**src/rtl/hrc_pkg.sv**
```systemverilog
// Shared types, constants and helpers for the RGB/HSB converter.
`timescale 1ns / 1ps
package hrc_pkg;
  localparam int FRAC_BITS = 16;
  localparam int IN_W      = FRAC_BITS + 2;
  localparam int CH_W      = FRAC_BITS + 1;
  localparam int H6_W      = FRAC_BITS + 3;
  localparam int DIV_W     = 2 * FRAC_BITS + 5;
  localparam int NCELL     = CH_W;
  localparam logic [CH_W-1:0] ONE = CH_W'(1) << FRAC_BITS;
  localparam logic [FRAC_BITS-1:0] OFF_G = FRAC_BITS'((1 << FRAC_BITS) / 3);
  localparam logic [FRAC_BITS-1:0] OFF_B = FRAC_BITS'((2 << FRAC_BITS) / 3);
  localparam logic DIR_TO_HSB = 1'b0;
  localparam logic DIR_TO_RGB = 1'b1;

  typedef logic [CH_W-1:0] ch_t;
  typedef logic [DIV_W-1:0] dv_t;

  typedef struct packed {
    logic                 dir;
    logic                 grey;
    ch_t                  o1;
    ch_t                  o2;
    ch_t                  o3;
    logic [FRAC_BITS-1:0] off;
    logic                 neg;
  } pld_t;

  typedef struct packed {
    dv_t  rem_s;
    dv_t  dvs_s;
    dv_t  rem_h;
    dv_t  dvs_h;
    ch_t  q_s;
    ch_t  q_h;
    pld_t pld;
  } cell_t;

  function automatic ch_t clamp_unit(input logic [IN_W-1:0] v);
    ch_t res;
    if (v[IN_W-1]) begin
      res = '0;
    end else if (v[IN_W-2:0] > ONE) begin
      res = ONE;
    end else begin
      res = v[IN_W-2:0];
    end
    return res;
  endfunction
endpackage

```
**src/rtl/hrc_div_cell.sv**
```systemverilog
// One restoring-division cell: yields one quotient bit of each divide per word.
`timescale 1ns / 1ps
module hrc_div_cell (
  input  logic           clk,
  input  logic           rst_n,
  input  logic           in_valid,
  input  hrc_pkg::cell_t in_cell,
  output logic           out_valid,
  output hrc_pkg::cell_t out_cell
);
  hrc_pkg::cell_t nxt;
  logic           valid_r;
  hrc_pkg::cell_t cell_r;

  always_comb begin
    nxt = in_cell;
    if (in_cell.rem_s >= in_cell.dvs_s) begin
      nxt.rem_s = in_cell.rem_s - in_cell.dvs_s;
      nxt.q_s   = {in_cell.q_s[hrc_pkg::CH_W-2:0], 1'b1};
    end else begin
      nxt.q_s   = {in_cell.q_s[hrc_pkg::CH_W-2:0], 1'b0};
    end
    if (in_cell.rem_h >= in_cell.dvs_h) begin
      nxt.rem_h = in_cell.rem_h - in_cell.dvs_h;
      nxt.q_h   = {in_cell.q_h[hrc_pkg::CH_W-2:0], 1'b1};
    end else begin
      nxt.q_h   = {in_cell.q_h[hrc_pkg::CH_W-2:0], 1'b0};
    end
    // The next cell tests one bit position lower.
    nxt.dvs_s = in_cell.dvs_s >> 1;
    nxt.dvs_h = in_cell.dvs_h >> 1;
  end

  always_ff @(posedge clk) begin
    if (!rst_n) begin
      valid_r <= 1'b0;
    end else begin
      valid_r <= in_valid;
    end
    cell_r <= nxt;
  end

  assign out_valid = valid_r;
  assign out_cell  = cell_r;
endmodule

```
**config.mk**
```make
export PLATFORM = sky130hd
export DESIGN_NAME = hrc_div_cell
export DESIGN_NICKNAME = d
export VERILOG_FILES = /design/src/rtl/hrc_pkg.sv /design/src/rtl/hrc_div_cell.sv
export SDC_FILE = /design/constraint.sdc
export NUM_CORES = 1
export LEC_CHECK = 0
export BUFFER_PORTS_ARGS = -buffer_cell sky130_fd_sc_hd__buf_2
export CAP_MARGIN = 15
export CELL_PAD_IN_SITES_DETAIL_PLACEMENT = 0
export CELL_PAD_IN_SITES_GLOBAL_PLACEMENT = 1
export CORE_AREA = 2 2 196 198
export DETAILED_ROUTE_END_ITERATION = 16
export DIE_AREA = 0 0 198 200
export PLACE_DENSITY = 0.79
export SYNTH_ARGS = -nofsm -noshare
export SYNTH_HDL_FRONTEND = slang
export SYNTH_SLANG_ARGS = --single-unit
export TNS_END_PERCENT = 50
```
**constraint.sdc**
```tcl
create_clock -name clk -period 8.03 [get_ports clk]
set_input_delay 1.2045 -clock clk [delete_from_list [all_inputs] [get_ports clk]]
set_output_delay 1.2045 -clock clk [all_outputs]
set_load 0.1 [all_outputs]
```
# Yosys cells after proc, flatten, opt, wreduce, memory -nomap -nowiden
# Index checks and enable logic that the tools add are counted.
# op_classes
add_sub_neg	2
mul	0
div_mod_pow	0
magnitude_cmp	2
n_eq_ne	0
shifts	0
mux	4
n_bitwise	0
reduce_logical	0
# ops
cell	count
$ge A37 B37 Y1	2
$mux W37	2
$sub A37 B37 Y37	2
$mux W1	2
# totals
ff_bits	251
latchBits	0
ram_bits	0
mem_bits_ro	0
inputBits	255
output_inout_bits	253
word_cells	22
memories	0

# Depth between registers and ports, before layout
# logic_depth
depth_word	2
mapped_depth	13
depth_no_buf	11

# Least setup slack after synthesis
# Ideal clock, no wire load.
# synth_timing
kind	input port to flip-flop
startpoint	input port in_cell[112] in the netlist's numbering
endpoint	register cell_r, in the netlist out_cell[170]
setup_ps	121
arrival_time_ps	3516
required_ps	7909
setup_slack_ps	4393
path_stages	13
n_path_buf	3
cell_sequence	inv_1 -> ha_1 -> clkbuf_1 -> a21o_1 -> a31oi_1 -> o221a_2 -> o41ai_4 -> a211oi_2 -> nor3_1 -> a211oi_2 -> buf_4 -> buf_6 -> mux2_2
# synth_lines
element	line_no	rtl
from (decl)	hrc_div_cell.sv:7	input hrc_pkg::cell_t in_cell,
to (signal assigned)	hrc_div_cell.sv:40	cell_r <= nxt;
to (decl)	hrc_div_cell.sv:13	hrc_pkg::cell_t cell_r;

==> impl_results.rst <==
.. list-table::
   :header-rows: 1

   * - Metric
     - Value
   * - CP max FO
     - 5
   * - Number of antenna violations at the first check in global routing
     - 3
   * - Critical path required time
     - 8.50 ns
   * - Signal arrival time at the worst endpoint
     - 4.35 ns
   * - Num ports
     - 508
   * - Biggest area consumer among synthesized cells
     - dfxtp_1
   * - Remaining global-route overflow
     - 0
   * - Portion of total power attributed to the clock network
     - 30.8%
   * - Unrepaired setup endpoints after global routing
     - false
   * - Final critical-path required period
     - 3.88 ns
   * - Routed WL per cell
     - 15.7 um
   * - Die area
     - 0.0396 mm2
   * - Commonest cells after routing, fill and taps aside
     - buf_2, dfxtp_1, nand2_1, inv_1, a21oi_1
   * - Power density over the cells
     - 291 mW/mm2
   * - Seq/Total Area, Yosys
     - 47.7%
   * - Proportion of layout cells with a drive suffix above 1
     - 37.6%
   * - Final #Nets
     - 1915
   * - Number of vias in the routed layout
     - 9542
   * - Layout overhead on the synthesized area
     - 37.3%
   * - Setup Viol. Count Final
     - 0
   * - Core ar.
     - 0.0374 mm2
   * - Summed negative setup slack over all endpoints
     - 0 ns
   * - Leading post-synthesis cells by cell area
     - dfxtp_1, ha_1, a21oi_1, mux2_2, nand2_1
   * - Global-route wire length before repair
     - 49600 um
   * - Final clock period utilization by the worst path
     - 48.4%
   * - Number of enable-type register cells in the synthesized netlist
     - 0
   * - Multi-input gate area
     - 0.00497 mm2
   * - Clock tree root driver cell
     - clkbuf_16
   * - Count of maximum capacitance violations
     - 0
   * - Yosys cell types
     - 69
   * - Peak supply drop
     - 0.000205 V
   * - Standard-cell rows
     - 71
   * - Initial cell density of the core
     - 28.2%
   * - Crit start category
     - primary input
   * - Post-CTS Resized
     - 0
   * - Antenna violation net count after detailed routing
     - 0
   * - Detailed router's first-iteration violation count
     - 357
   * - Status
     - finished clean
   * - H-tree levels
     - 1
   * - DIE HEIGHT
     - 200 um
   * - Maximum buffer depth of the clock tree
     - 3
   * - Via-per-instance ratio
     - 4.51
   * - Most frequently used flop master after synthesis
     - dfxtp_1
   * - Footprint of the flip-flops and latches
     - 0.00502 mm2
   * - Area of the mapped netlist
     - 0.0105 mm2
   * - Largest net degree at the start of global routing
     - 57
   * - Category of the most critical setup path
     - in -> reg
   * - Power after layout
     - 4210 uW
   * - Number of buffers inserted for hold repair after clock tree synthesis
     - 0
   * - Synthesized flop and latch total
     - 251
   * - TritonCTS clock tree
     - done
   * - Most common cell after layout, fill and taps aside
     - buf_2
   * - Placer Congestion
     - 0.842
   * - First-pass DRT Iterations
     - 5
   * - Min-delay worst type
     - in -> reg
   * - Via count of the first global-routing pass
     - 9365
   * - Warnings, synthesis
     - 0
   * - Actual slew at the worst max-slew pin
     - 0.802 ns
   * - Clk sink count
     - 251
   * - Comb pwr share
     - 36.2%
   * - Top achievable clock speed
     - 257 MHz
   * - Count of mapped cells out of synthesis
     - 1085
   * - Number of I/O port buffers
     - 503
   * - CTS buffer count
     - 27
   * - Synthesized area per cell
     - 9.71 um2
   * - # DRC
     - 0
   * - Synth top area share
     - 47.7%
   * - Reported leakage power
     - 0.00724 uW
   * - Fraction of registers with async set/reset
     - 0%
   * - Crit. End Element
     - register
   * - Final hold violation count
     - 0
   * - Max Transition Viols Final
     - 0
   * - CTS clock-pin slew for the worst setup and hold paths
     - 0.06 ns
   * - Total Wirelength
     - 33300 um
   * - Setup bufs post-CTS
     - 0
   * - Part of the power in registers
     - 33.0%
   * - Tot GR Track Use
     - 15.7%
   * - Sw frac
     - 41.3%
   * - Die Width
     - 198 um
   * - NetSw
     - 1740 uW
   * - HPWL after detailed placement
     - 27400 um
   * - Design internal power
     - 2470 uW
   * - Slew headroom
     - 46.2%
   * - Fill cell instance count of the final layout
     - 3764
## routing by layer
metal / GRT usage (%) / part of all wire (%) / vias up
li1: - / - / 4774
met1: 18.6 / 41 / 4365
met2: 28.0 / 49 / 361
met3: 4.45 / 7.7 / 38
met4: 3.68 / 2.0 / 4
met5: 0 / 0.066 / -
## synth_stat cells (all sizes together), types with 6 or more instances
| cell type | instances |
|---|---|
| nand4 | 14 |
| or2 | 8 |
| o211ai | 6 |
| xor2 | 25 |
| and3 | 6 |
| inv | 93 |
| dfxtp | 251 |
| a31oi | 11 |
| buf | 21 |
| nor3 | 14 |
| o21bai | 7 |
| o21ai | 71 |
| nor2b | 8 |
| nand2b | 14 |
| mux2 | 36 |
| nor2 | 42 |
| ha | 74 |
| clkbuf | 15 |
| nand3 | 14 |
| o21a | 15 |
| o31ai | 10 |
| a21oi | 77 |
| nand2 | 96 |
| a21o | 36 |
| a211oi | 10 |
| xnor2 | 34 |
## power groups by stage
stage	combinational, uW	sequential, uW	clock [uW]
finish	1530	1390	1300
global route	1610	1400	1390
CTS	1530	1390	1340
detailed placement	1530	1420	0
global placement	1520	1420	0
floorplan	390	2260	0
## through the flow
step           utilization [%]  setup WS [ns]  cells  hold WS (ns)  cell area [um2]
6_report                  38.7           4.15   2115         0.763            14500
4_1_cts                   38.7           4.10   2114         0.715            14500
5_1_grt                   38.7           3.87   2114         0.727            14500
3_3_place_gp              36.1           3.59   2066          1.31            13500
3_5_place_dp              36.1           3.53   2066          1.31            13500
2_1_floorplan                -           4.39   1086          1.23            10500
## logic make-up (layout without fill, tap and decap cells)
logic type | after synthesis | count (layout) | share of synthesized area (%)
AOI/OAI and AO/OA | 289 | 289 | 17.9
DFF | 251 | 251 | 47.7
and+or+nand+nor | 239 | 239 | 10.8
buffers and inverters | 129 | 646 | 5.18
adders and majority gates | 76 | 76 | 9.17
xor gates and xnor gates | 59 | 59 | 4.91
muxes | 41 | 41 | 4.36
other | 1 | 3 | 0.0356
## state kept, by name (all words and copies together), names as in the netlist
register and flops:
out_valid 1, out_cell 250
## layout make-up
type | instances | share of cell area, %
inverters | 93 | 2.41
flip-flops and latches | 251 | 34.7
repair buffers | 505 | 17.5
diodes | 1 | 0.0173
clock buffers | 35 | 5.23
clock inverters | 13 | 1.27
multi-input cells | 706 | 34.4
well taps | 511 | 4.42
## path summary, 6_finish.rpt
path,to,startpoint,slack [ns],depth (start not counted)
max,out_cell[175]$_DFF_P_,in_cell[141],4.15,12
min,out_cell[41]$_DFF_P_,in_cell[41],0.76,1
## worst max-delay path, cell delays in order
cell      delay [ns]
buf_2           0.07
inv_1           0.04
ha_1            0.21
fa_1            0.42
nand2b_1        0.18
a21oi_1         0.35
a211oi_1        0.23
o21ai_1         0.44
a31oi_1         0.32
o21a_1          0.26
o311ai_0        0.37
mux2_2          0.23
Note: power is estimated with default switching activity, not from simulation.
