<file path="src/rtl/hrc_pkg.sv">
// Shared types, constants and helpers for the RGB/HSB converter.
`timescale 1ns / 1ps
package hrc_pkg;
  localparam int FRAC_BITS = 16;
  localparam int IN_W      = FRAC_BITS + 2;
  localparam int CH_W      = FRAC_BITS + 1;
  localparam int H6_W      = FRAC_BITS + 3;
  localparam int DIV_W     = 2 * FRAC_BITS + 5;
  localparam int NCELL     = CH_W;
  localparam logic [CH_W-1:0] ONE = CH_W'(1) << FRAC_BITS;
  localparam logic [FRAC_BITS-1:0] OFF_G = FRAC_BITS'((1 << FRAC_BITS) / 3);
  localparam logic [FRAC_BITS-1:0] OFF_B = FRAC_BITS'((2 << FRAC_BITS) / 3);
  localparam logic DIR_TO_HSB = 1'b0;
  localparam logic DIR_TO_RGB = 1'b1;

  typedef logic [CH_W-1:0] ch_t;
  typedef logic [DIV_W-1:0] dv_t;

  typedef struct packed {
    logic                 dir;
    logic                 grey;
    ch_t                  o1;
    ch_t                  o2;
    ch_t                  o3;
    logic [FRAC_BITS-1:0] off;
    logic                 neg;
  } pld_t;

  typedef struct packed {
    dv_t  rem_s;
    dv_t  dvs_s;
    dv_t  rem_h;
    dv_t  dvs_h;
    ch_t  q_s;
    ch_t  q_h;
    pld_t pld;
  } cell_t;

  function automatic ch_t clamp_unit(input logic [IN_W-1:0] v);
    ch_t res;
    if (v[IN_W-1]) begin
      res = '0;
    end else if (v[IN_W-2:0] > ONE) begin
      res = ONE;
    end else begin
      res = v[IN_W-2:0];
    end
    return res;
  endfunction
endpackage

</file>
<file path="src/rtl/hrc_front.sv">
// Front stages: clamping, max/min search and the HSB-to-RGB products.
`timescale 1ns / 1ps
module hrc_front (
  input  logic                      clk,
  input  logic                      rst_n,
  input  logic                      in_valid,
  input  logic                      dir,
  input  logic [hrc_pkg::IN_W-1:0]  in_first,
  input  logic [hrc_pkg::IN_W-1:0]  in_second,
  input  logic [hrc_pkg::IN_W-1:0]  in_third,
  output logic                      out_valid,
  output hrc_pkg::cell_t            out_cell
);
  localparam int FB = hrc_pkg::FRAC_BITS;
  localparam int CW = hrc_pkg::CH_W;

  // Stage A
  hrc_pkg::ch_t r, g, b, mx, mn, a_op, b_op;
  logic [FB-1:0] off;
  logic [FB-1:0] hue;
  logic [hrc_pkg::H6_W-1:0] h6;
  logic va_r, da_r, neg_a_r;
  hrc_pkg::ch_t mx_a_r, d_a_r, mag_a_r, s_a_r, v_a_r;
  logic [FB-1:0] off_a_r;
  logic [hrc_pkg::H6_W-1:0] h6_a_r;

  always_comb begin
    r = hrc_pkg::clamp_unit(in_first);
    g = hrc_pkg::clamp_unit(in_second);
    b = hrc_pkg::clamp_unit(in_third);
    mx = (r > g) ? r : g;
    mn = (r < g) ? r : g;
    if (b > mx) mx = b;
    if (b < mn) mn = b;
    // Red wins ties, then green.
    if (r == mx) begin
      a_op = g; b_op = b; off = '0;
    end else if (g == mx) begin
      a_op = b; b_op = r; off = hrc_pkg::OFF_G;
    end else begin
      a_op = r; b_op = g; off = hrc_pkg::OFF_B;
    end
    hue = in_first[FB-1:0];
    h6 = hrc_pkg::H6_W'(hue) * hrc_pkg::H6_W'(6);
  end

  always_ff @(posedge clk) begin
    if (!rst_n) begin
      va_r <= 1'b0;
    end else begin
      va_r <= in_valid;
    end
    da_r    <= dir;
    mx_a_r  <= mx;
    d_a_r   <= mx - mn;
    mag_a_r <= (a_op >= b_op) ? (a_op - b_op) : (b_op - a_op);
    neg_a_r <= (a_op < b_op);
    off_a_r <= off;
    h6_a_r  <= h6;
    s_a_r   <= hrc_pkg::clamp_unit(in_second);
    v_a_r   <= hrc_pkg::clamp_unit(in_third);
  end

  // Stage B: first round of products.
  logic [2*CW-1:0] pm, sfm, sgm;
  logic [FB-1:0] f;
  logic vb_r, db_r, neg_b_r, gry_b_r;
  hrc_pkg::ch_t mx_b_r, d_b_r, mag_b_r, p_b_r, sf_b_r, sg_b_r, v_b_r;
  logic [FB-1:0] off_b_r;
  logic [2:0] sx_b_r;

  always_comb begin
    f   = h6_a_r[FB-1:0];
    pm  = (2*CW)'(v_a_r) * (2*CW)'(hrc_pkg::ONE - s_a_r);
    sfm = (2*CW)'(s_a_r) * (2*CW)'(f);
    sgm = (2*CW)'(s_a_r) * (2*CW)'(hrc_pkg::ONE - CW'(f));
  end

  always_ff @(posedge clk) begin
    if (!rst_n) begin
      vb_r <= 1'b0;
    end else begin
      vb_r <= va_r;
    end
    db_r    <= da_r;
    mx_b_r  <= mx_a_r;
    d_b_r   <= d_a_r;
    mag_b_r <= mag_a_r;
    neg_b_r <= neg_a_r;
    off_b_r <= off_a_r;
    p_b_r   <= pm[FB+CW-1:FB];
    sf_b_r  <= sfm[FB+CW-1:FB];
    sg_b_r  <= sgm[FB+CW-1:FB];
    v_b_r   <= v_a_r;
    sx_b_r  <= h6_a_r[hrc_pkg::H6_W-1:FB];
    gry_b_r <= (v_a_r == '0) || (s_a_r == '0);
  end

  // Stage C: second products, sextant select and divider setup.
  logic [2*CW-1:0] qm, tm;
  hrc_pkg::ch_t q, t, p, v;
  hrc_pkg::cell_t stg;
  logic vc_r;
  hrc_pkg::cell_t cell_r;

  always_comb begin
    qm = (2*CW)'(v_b_r) * (2*CW)'(hrc_pkg::ONE - sf_b_r);
    tm = (2*CW)'(v_b_r) * (2*CW)'(hrc_pkg::ONE - sg_b_r);
    q  = qm[FB+CW-1:FB];
    t  = tm[FB+CW-1:FB];
    p  = p_b_r;
    v  = v_b_r;
    stg = '0;
    stg.pld.dir = db_r;
    stg.pld.off = off_b_r;
    stg.pld.neg = neg_b_r;
    stg.rem_s = hrc_pkg::DIV_W'(d_b_r) << FB;
    stg.dvs_s = hrc_pkg::DIV_W'(mx_b_r) << FB;
    stg.rem_h = hrc_pkg::DIV_W'(mag_b_r) << FB;
    stg.dvs_h = (hrc_pkg::DIV_W'(d_b_r) * hrc_pkg::DIV_W'(6)) << FB;
    if (db_r == hrc_pkg::DIR_TO_HSB) begin
      stg.pld.grey = (d_b_r == '0);
      stg.pld.o3   = mx_b_r;
    end else if (gry_b_r) begin
      stg.pld.grey = 1'b1;
      stg.pld.o1 = v; stg.pld.o2 = v; stg.pld.o3 = v;
    end else begin
      stg.pld.grey = 1'b0;
      case (sx_b_r)
        3'd0:    begin stg.pld.o1 = v; stg.pld.o2 = t; stg.pld.o3 = p; end
        3'd1:    begin stg.pld.o1 = q; stg.pld.o2 = v; stg.pld.o3 = p; end
        3'd2:    begin stg.pld.o1 = p; stg.pld.o2 = v; stg.pld.o3 = t; end
        3'd3:    begin stg.pld.o1 = p; stg.pld.o2 = q; stg.pld.o3 = v; end
        3'd4:    begin stg.pld.o1 = t; stg.pld.o2 = p; stg.pld.o3 = v; end
        default: begin stg.pld.o1 = v; stg.pld.o2 = p; stg.pld.o3 = q; end
      endcase
    end
  end

  always_ff @(posedge clk) begin
    if (!rst_n) begin
      vc_r <= 1'b0;
    end else begin
      vc_r <= vb_r;
    end
    cell_r <= stg;
  end

  assign out_valid = vc_r;
  assign out_cell  = cell_r;
endmodule

</file>
<file path="config.mk">
export PLATFORM = sky130hd
export DESIGN_NAME = hrc_front
export DESIGN_NICKNAME = d
export VERILOG_FILES = /design/src/rtl/hrc_pkg.sv /design/src/rtl/hrc_front.sv
export SDC_FILE = /design/constraint.sdc
export NUM_CORES = 2
export LEC_CHECK = 0
export ABC_AREA = 1
export ABC_CLOCK_PERIOD_IN_PS = 13600
export BUFFER_PORTS_ARGS = -buffer_cell sky130_fd_sc_hd__buf_2
export CAP_MARGIN = 20
export CORE_ASPECT_RATIO = 1.25
export CORE_MARGIN = 1
export CORE_UTILIZATION = 38
export DETAILED_ROUTE_END_ITERATION = 12
export GPL_TIMING_DRIVEN = 0
export RECOVER_POWER = 25
export SETUP_SLACK_MARGIN = 0.4
export SLEW_MARGIN = 30
export SYNTH_ARGS = -nofsm -noshare
export SYNTH_HDL_FRONTEND = slang
export SYNTH_SLANG_ARGS = --single-unit
</file>
<file path="constraint.sdc">
create_clock -name clk -period 13.6 [get_ports clk]
set_input_delay 0 -clock clk [delete_from_list [all_inputs] [get_ports clk]]
set_output_delay 0 -clock clk [all_outputs]
set_load 0.05 [all_outputs]
</file>
---- Word level (Yosys, flattened, before mapping) ----
Index checks and enable logic that the tools add are counted.
word-level totals
  bits in registers ....................... 405
  input bits .............................. 58
  output and inout port bits .............. 253
  word-level logic and storage cells ...... 89
operators by class
  $add $sub $neg .......................... 7
  multiply operators ...................... 7
  order comparisons ....................... 9
  equal/unequal tests ..................... 6
  multiplexer cells ....................... 20
  reduce and logical (&&, ||, !) cells .... 5
operators by type and width
  kind                                                                  count
  17-bit two-way mux                                                    16
  51-bit case mux with 5 select lines                                   1
  18-bit by 18-bit multiplier with 33-bit output                        4
  17-bit by 17-bit subtractor with 18-bit output, first input constant  3
  52-bit two-way mux                                                    1
  17-bit > comparator, second input constant                            3
  17-bit zero test                                                      3
  17-bit < comparator                                                   3
  17-bit subtractor                                                     3
  17-bit == test                                                        2
  17-bit > comparator                                                   2
  17-bit by 15-bit multiplier with 32-bit output                        1
  17-bit by 2-bit multiplier with 19-bit output, second input constant  1
  16-bit by 2-bit multiplier with 18-bit output, second input constant  1
  17-bit by 16-bit subtractor with 18-bit output, first input constant  1
  17-bit greater-or-equal comparator                                    1
  16-bit two-way mux                                                    1
  3-bit by 2-bit == test with 1-bit output, second input constant       2
  3-bit by 1-bit == test with 1-bit output, second input constant       1
  3-bit == test, second input constant                                  1
  3-bit zero test                                                       1
  1-bit logical OR                                                      1
  1-bit two-way mux                                                     1

---- Depth between registers and ports, before layout ----
  depth after elaboration ................. 12
  depth in mapped cells ................... 62
  gate-level depth less buffers ........... 57

---- Least setup slack after synthesis ----
OpenSTA, ideal clock, no wires.
  kind .................................... register to register
  start point ............................. register h6_a_r[1] (netlist name)
  end point ............................... register sg_b_r[16]
  library setup time ...................... 121 ps
  arrival ................................. 7152 ps
  required time ........................... 13479 ps
  slack ................................... 6327 ps
  stages on the path, launching flop included .. 38
  buffers on the path ..................... 4
  period minus slack after synthesis ...... 7273 ps
  cell sequence ........................... dfxtp_1 -> clkbuf_1 -> buf_1 -> inv_1 -> ha_1 -> nand4_1 -> nor2_1 -> inv_2 -> or2_1 -> or3_1 -> nor2_1 -> inv_1 -> or2_1 -> nor2_2 -> nand2_2 -> inv_1 -> nor2_1 -> inv_1 -> [2 not listed] -> fa_1 -> fa_1 -> inv_1 -> fa_1 -> inv_1 -> fa_1 -> inv_1 -> fa_1 -> inv_1 -> fa_1 -> ha_1 -> clkbuf_1 -> nand2_1 -> nor3_1 -> nand4_1 -> o21ai_0 -> a31oi_1 -> xnor2_1
between the ends
  cells in the longest elaborated chain, start to end .. 2
RTL lines
  element                                         line             text
  start, declared                                 hrc_front.sv:25  logic [hrc_pkg::H6_W-1:0] h6_a_r;
  start signal, assigned                          hrc_front.sv:59  h6_a_r <= h6;
  17-bit by 16-bit subtractor with 18-bit output  hrc_front.sv:76  sgm = (2*CW)'(s_a_r) * (2*CW)'(hrc_pkg::ONE - CW'(f));
  18-bit by 18-bit multiplier with 33-bit output  hrc_front.sv:76
  via sgm[32]                                     hrc_front.sv:65  logic [2*CW-1:0] pm, sfm, sgm;
  end signal, assigned                            hrc_front.sv:93  sg_b_r <= sgm[FB+CW-1:FB];
  end, declared                                   hrc_front.sv:68  hrc_pkg::ch_t mx_b_r, d_b_r, mag_b_r, p_b_r, sf_b_r, sg_b_r, v_b_r;
The timed path passes the listed nets, and every way through them passes these cells.
A chain may end at the register's enable or synchronous reset.

---- Worst setup path in the final report ----
  start point ............................. input port in_first[14] (netlist name)
  end point ............................... register mag_a_r[12]
between the ends
  cells in the longest elaborated chain, start to end .. 12
  elaborated cells between the ends (all ways) .. 17
  classes of those cells .................. add/sub (2); order compare (4); eq/ne (2); mux (9)
RTL lines
  element                                                                         line             text
  start, declared                                                                 hrc_front.sv:8   input logic [hrc_pkg::IN_W-1:0] in_first,
  17-bit > comparator                                                             hrc_pkg.sv:43    end else if (v[IN_W-2:0] > ONE) begin
  17-bit two-way mux (*)                                                          hrc_pkg.sv:43
  17-bit two-way mux (*)                                                          hrc_pkg.sv:41    if (v[IN_W-1]) begin
  17-bit > comparator                                                             hrc_front.sv:31  mx = (r > g) ? r : g;
  17-bit two-way mux                                                              hrc_front.sv:31
  17-bit > comparator                                                             hrc_front.sv:33  if (b > mx) mx = b;
  17-bit two-way mux                                                              hrc_front.sv:33
  17-bit == test                                                                  hrc_front.sv:38  end else if (g == mx) begin
  17-bit two-way mux                                                              hrc_front.sv:38
  17-bit two-way mux                                                              hrc_front.sv:36  if (r == mx) begin
  17-bit subtractor / 17-bit greater-or-equal comparator (equally long branches)  hrc_front.sv:56  mag_a_r <= (a_op >= b_op) ? (a_op - b_op) : (b_op - a_op);
  17-bit two-way mux (*)                                                          hrc_front.sv:56
  end signal, assigned                                                            hrc_front.sv:56
  end, declared                                                                   hrc_front.sv:23  hrc_pkg::ch_t mx_a_r, d_a_r, mag_a_r, s_a_r, v_a_r;
Every way passes the cells marked *; elsewhere a longest branch is shown, timed or not.

==> impl_metrics.ini <==
[logic_synthesis]
synth_cell_type_count = 62
synth_top_area_share_pct = 34.0
synth_common_cells = nand2_1, inv_1, fa_1
synthCells = 8552
avgSynthCellArea_um2 = 7.71
netlist_area_um2 = 66000
yosysMostFrequentCell = nand2_1
synth_warnings = 0
synthTopCellsByArea = fa_1, ha_1, dfxtp_1
synthArstFlopShare_pct = 0
synthFlopType = dfxtp_1
synth-seq-cells = 362
yosysTopAreaCell = fa_1
synth_seq_area_share_pct = 11.0
synth_edf_count = 0

[timing]
skew_ns = 0.0725
fmax_ghz = 0.100
fin_setup_tns_ns = 0
min_period_ns = 9.97
tightest_slew_ns = 1.13
drv_slew = 0
layout_setup_ws_ns = 3.63
setup_viol = 0
hold_viol_final = 0
rsz0062_at_grt = false
slew_headroom_pct = 24.4
hold_ws_ns = 0.0674
finalCritPeriodShare_pct = 73.3

[pwr]
p_sw_share_pct = 60.0
power_frac_clock_pct = 9.7
power_mw = 13.2
peakVddDrop_uv = 185
p_comb_share_pct = 77.3
power_switching_mw = 7.92
power_density_nw_per_um2 = 183
power.leakage_nw = 38.1
power_frac_seq_pct = 13.1
p_int_mw = 5.28

[clock_network]
post_cts_resized = 0
cts_root_buf = clkbuf_16
cts_tree = yes
post_cts_buffers = 0
cts_buffers = 45
insertion_delay_ns = 0.65
postCtsHoldBufs = 48
clock_path_buffers = 3
htree_levels = 2
cts.sinks = 362
path_clk_slew_ns = 0.07

[critical_path]
required_ns = 14.16
end_kind = flip-flop
slowest_stage = buf_1
cp_common_cell = nand2_1
worstPathMaxFanout = 10
cp.arrival_ns = 10.53
max_stage_delay_ns = 0.57
worstSetupStartpointType = primary input
critPathKind = primary input to flip-flop

[routing]
dr.pass1.iters = 7
vias = 57800
drt-total-wl_um = 246000
wl_per_cell_um = 21.9
via_per_inst = 5.14
ant_nets = 0
drc = 0
drt_iter0_drc = 4443

[cells_and_area]
drive_above_1_share_pct = 5.73
design_area_um2 = 72300
finalNonFillerCells = 11200
largest_register_ff_count = 125
final_net_count = 10800
syn_to_final_growth_pct = 9.58
final_core_util_pct = 42.0

[global_routing]
grt_max_degree = 15
grtUsageMet2_pct = 48.0
grt_pass1_vias = 59600
antenna_found_initial = 8
grt_util_all_layers_pct = 28.1
met1_usage_pct = 33.0
gr-total-overflow = 0
grt_util_met3_pct = 4.22
grt_first_pass_wirelength_um = 368000
grt.busiest_layer = met2

[floorplan]
ios = 311
core_um2 = 172000
rows = 170
initial_core_util_pct = 38.3
die_w_um = 375
design.die.area_um2 = 175000
fp.dieH_um = 468

[run]
max_cap_viol_count = 0

[placed_design]
dp_hpwl_um = 210000
pre_cts_slack_ns = 3.69
place_area_um2 = 70200
io_buffer_count = 198
dp.cells = 11100
gp_congestion = 1.02

[run_status]
status = finished clean

[worst_hold_path]
hp-class = primary input to flip-flop
-- cell usage in the layout (no fill, tap or decap), types with 10 or more instances in the layout --
cell type	n
a21o_1	22
a21oi_1	330
a221oi_1	23
a31oi_1	25
buf_1	36
buf_2	220
buf_4	136
clkbuf_1	245
clkbuf_16	45
clkinv_1	31
conb_1	112
dfxtp_1	362
diode_2	10
dlygate4sd3_1	48
fa_1	1121
ha_1	694
inv_1	1864
nand2_1	1926
nand3_1	405
nand3b_1	21
nand4_1	49
nor2_1	672
nor2_2	11
nor3_1	33
nor4_1	17
o211ai_1	20
o21a_1	14
o21ai_0	196
o21bai_1	14
o221ai_1	12
or2_2	21
xnor2_1	40
xor2_1	104
-- layer usage --
| metal | vias to the layer above | wire, µm |
|---|---|---|
| met4 | 0 | 19000 |
| met5 | - | 0 |
| met2 | 2367 | 117000 |
| met1 | 28500 | 94100 |
| met3 | 684 | 16600 |
| li1 | 26300 | - |
-- cells by family (layout without fill, tap and decap cells) --
logic type               count (synthesis)  after routing  synth area share [%]
buffers and inverters                 2348           2678                  14.2
XOR/XNOR                               146            146                  1.97
adder cells (fa/ha/maj)               1815           1815                  47.2
AO/OA/AOI/OAI                          695            695                  5.95
AND/OR/NAND/NOR                       3185           3185                  19.7
other                                    1            122               0.00569
flip-flops                             362            362                  11.0
-- power by group through the flow --
stage                     sequential (mW)  combinational [mW]  clock [mW]
after floorplan                      2.10                6.18           0
after CTS                            1.72                10.1        1.30
after global placement               1.74                9.98           0
after global routing                 1.76                11.3        1.34
final                                1.73                10.2        1.27
after detailed placement             1.74                10.0           0
-- critical path, delay by kind of cell --
family	cells	cell delay [ns]
and+or+nand+nor	32	4.96
AOI/OAI and AO/OA	5	0.72
xor gates and xnor gates	1	0.19
buffers and inverters	13	3.62
adders and majority gates	4	1.00
-- worst paths after layout --
check                 from           end  slack [ns]  cells past startpoint
max reg2reg      sf_b_r[0]  out_cell[35]        3.85                     35
max           in_first[14]   mag_a_r[12]        3.63                     55
min          in_second[16]     s_a_r[16]        0.07                      3
min reg2reg     h6_a_r[17]     sx_b_r[1]        0.27                      0
-- cell type report --
cell class              count  area (µm²)
fillers                 17700       99800
clock inverters            23         295
inverters                1903        7140
flip-flops and latches    362        7250
repair buffers            246        1470
diodes                     10        25.0
well taps                2236        2800
plain buffers             445        2250
multi-input cells        5953       49800
clock buffers              61        1280
(Power assumes the default switching activity.)
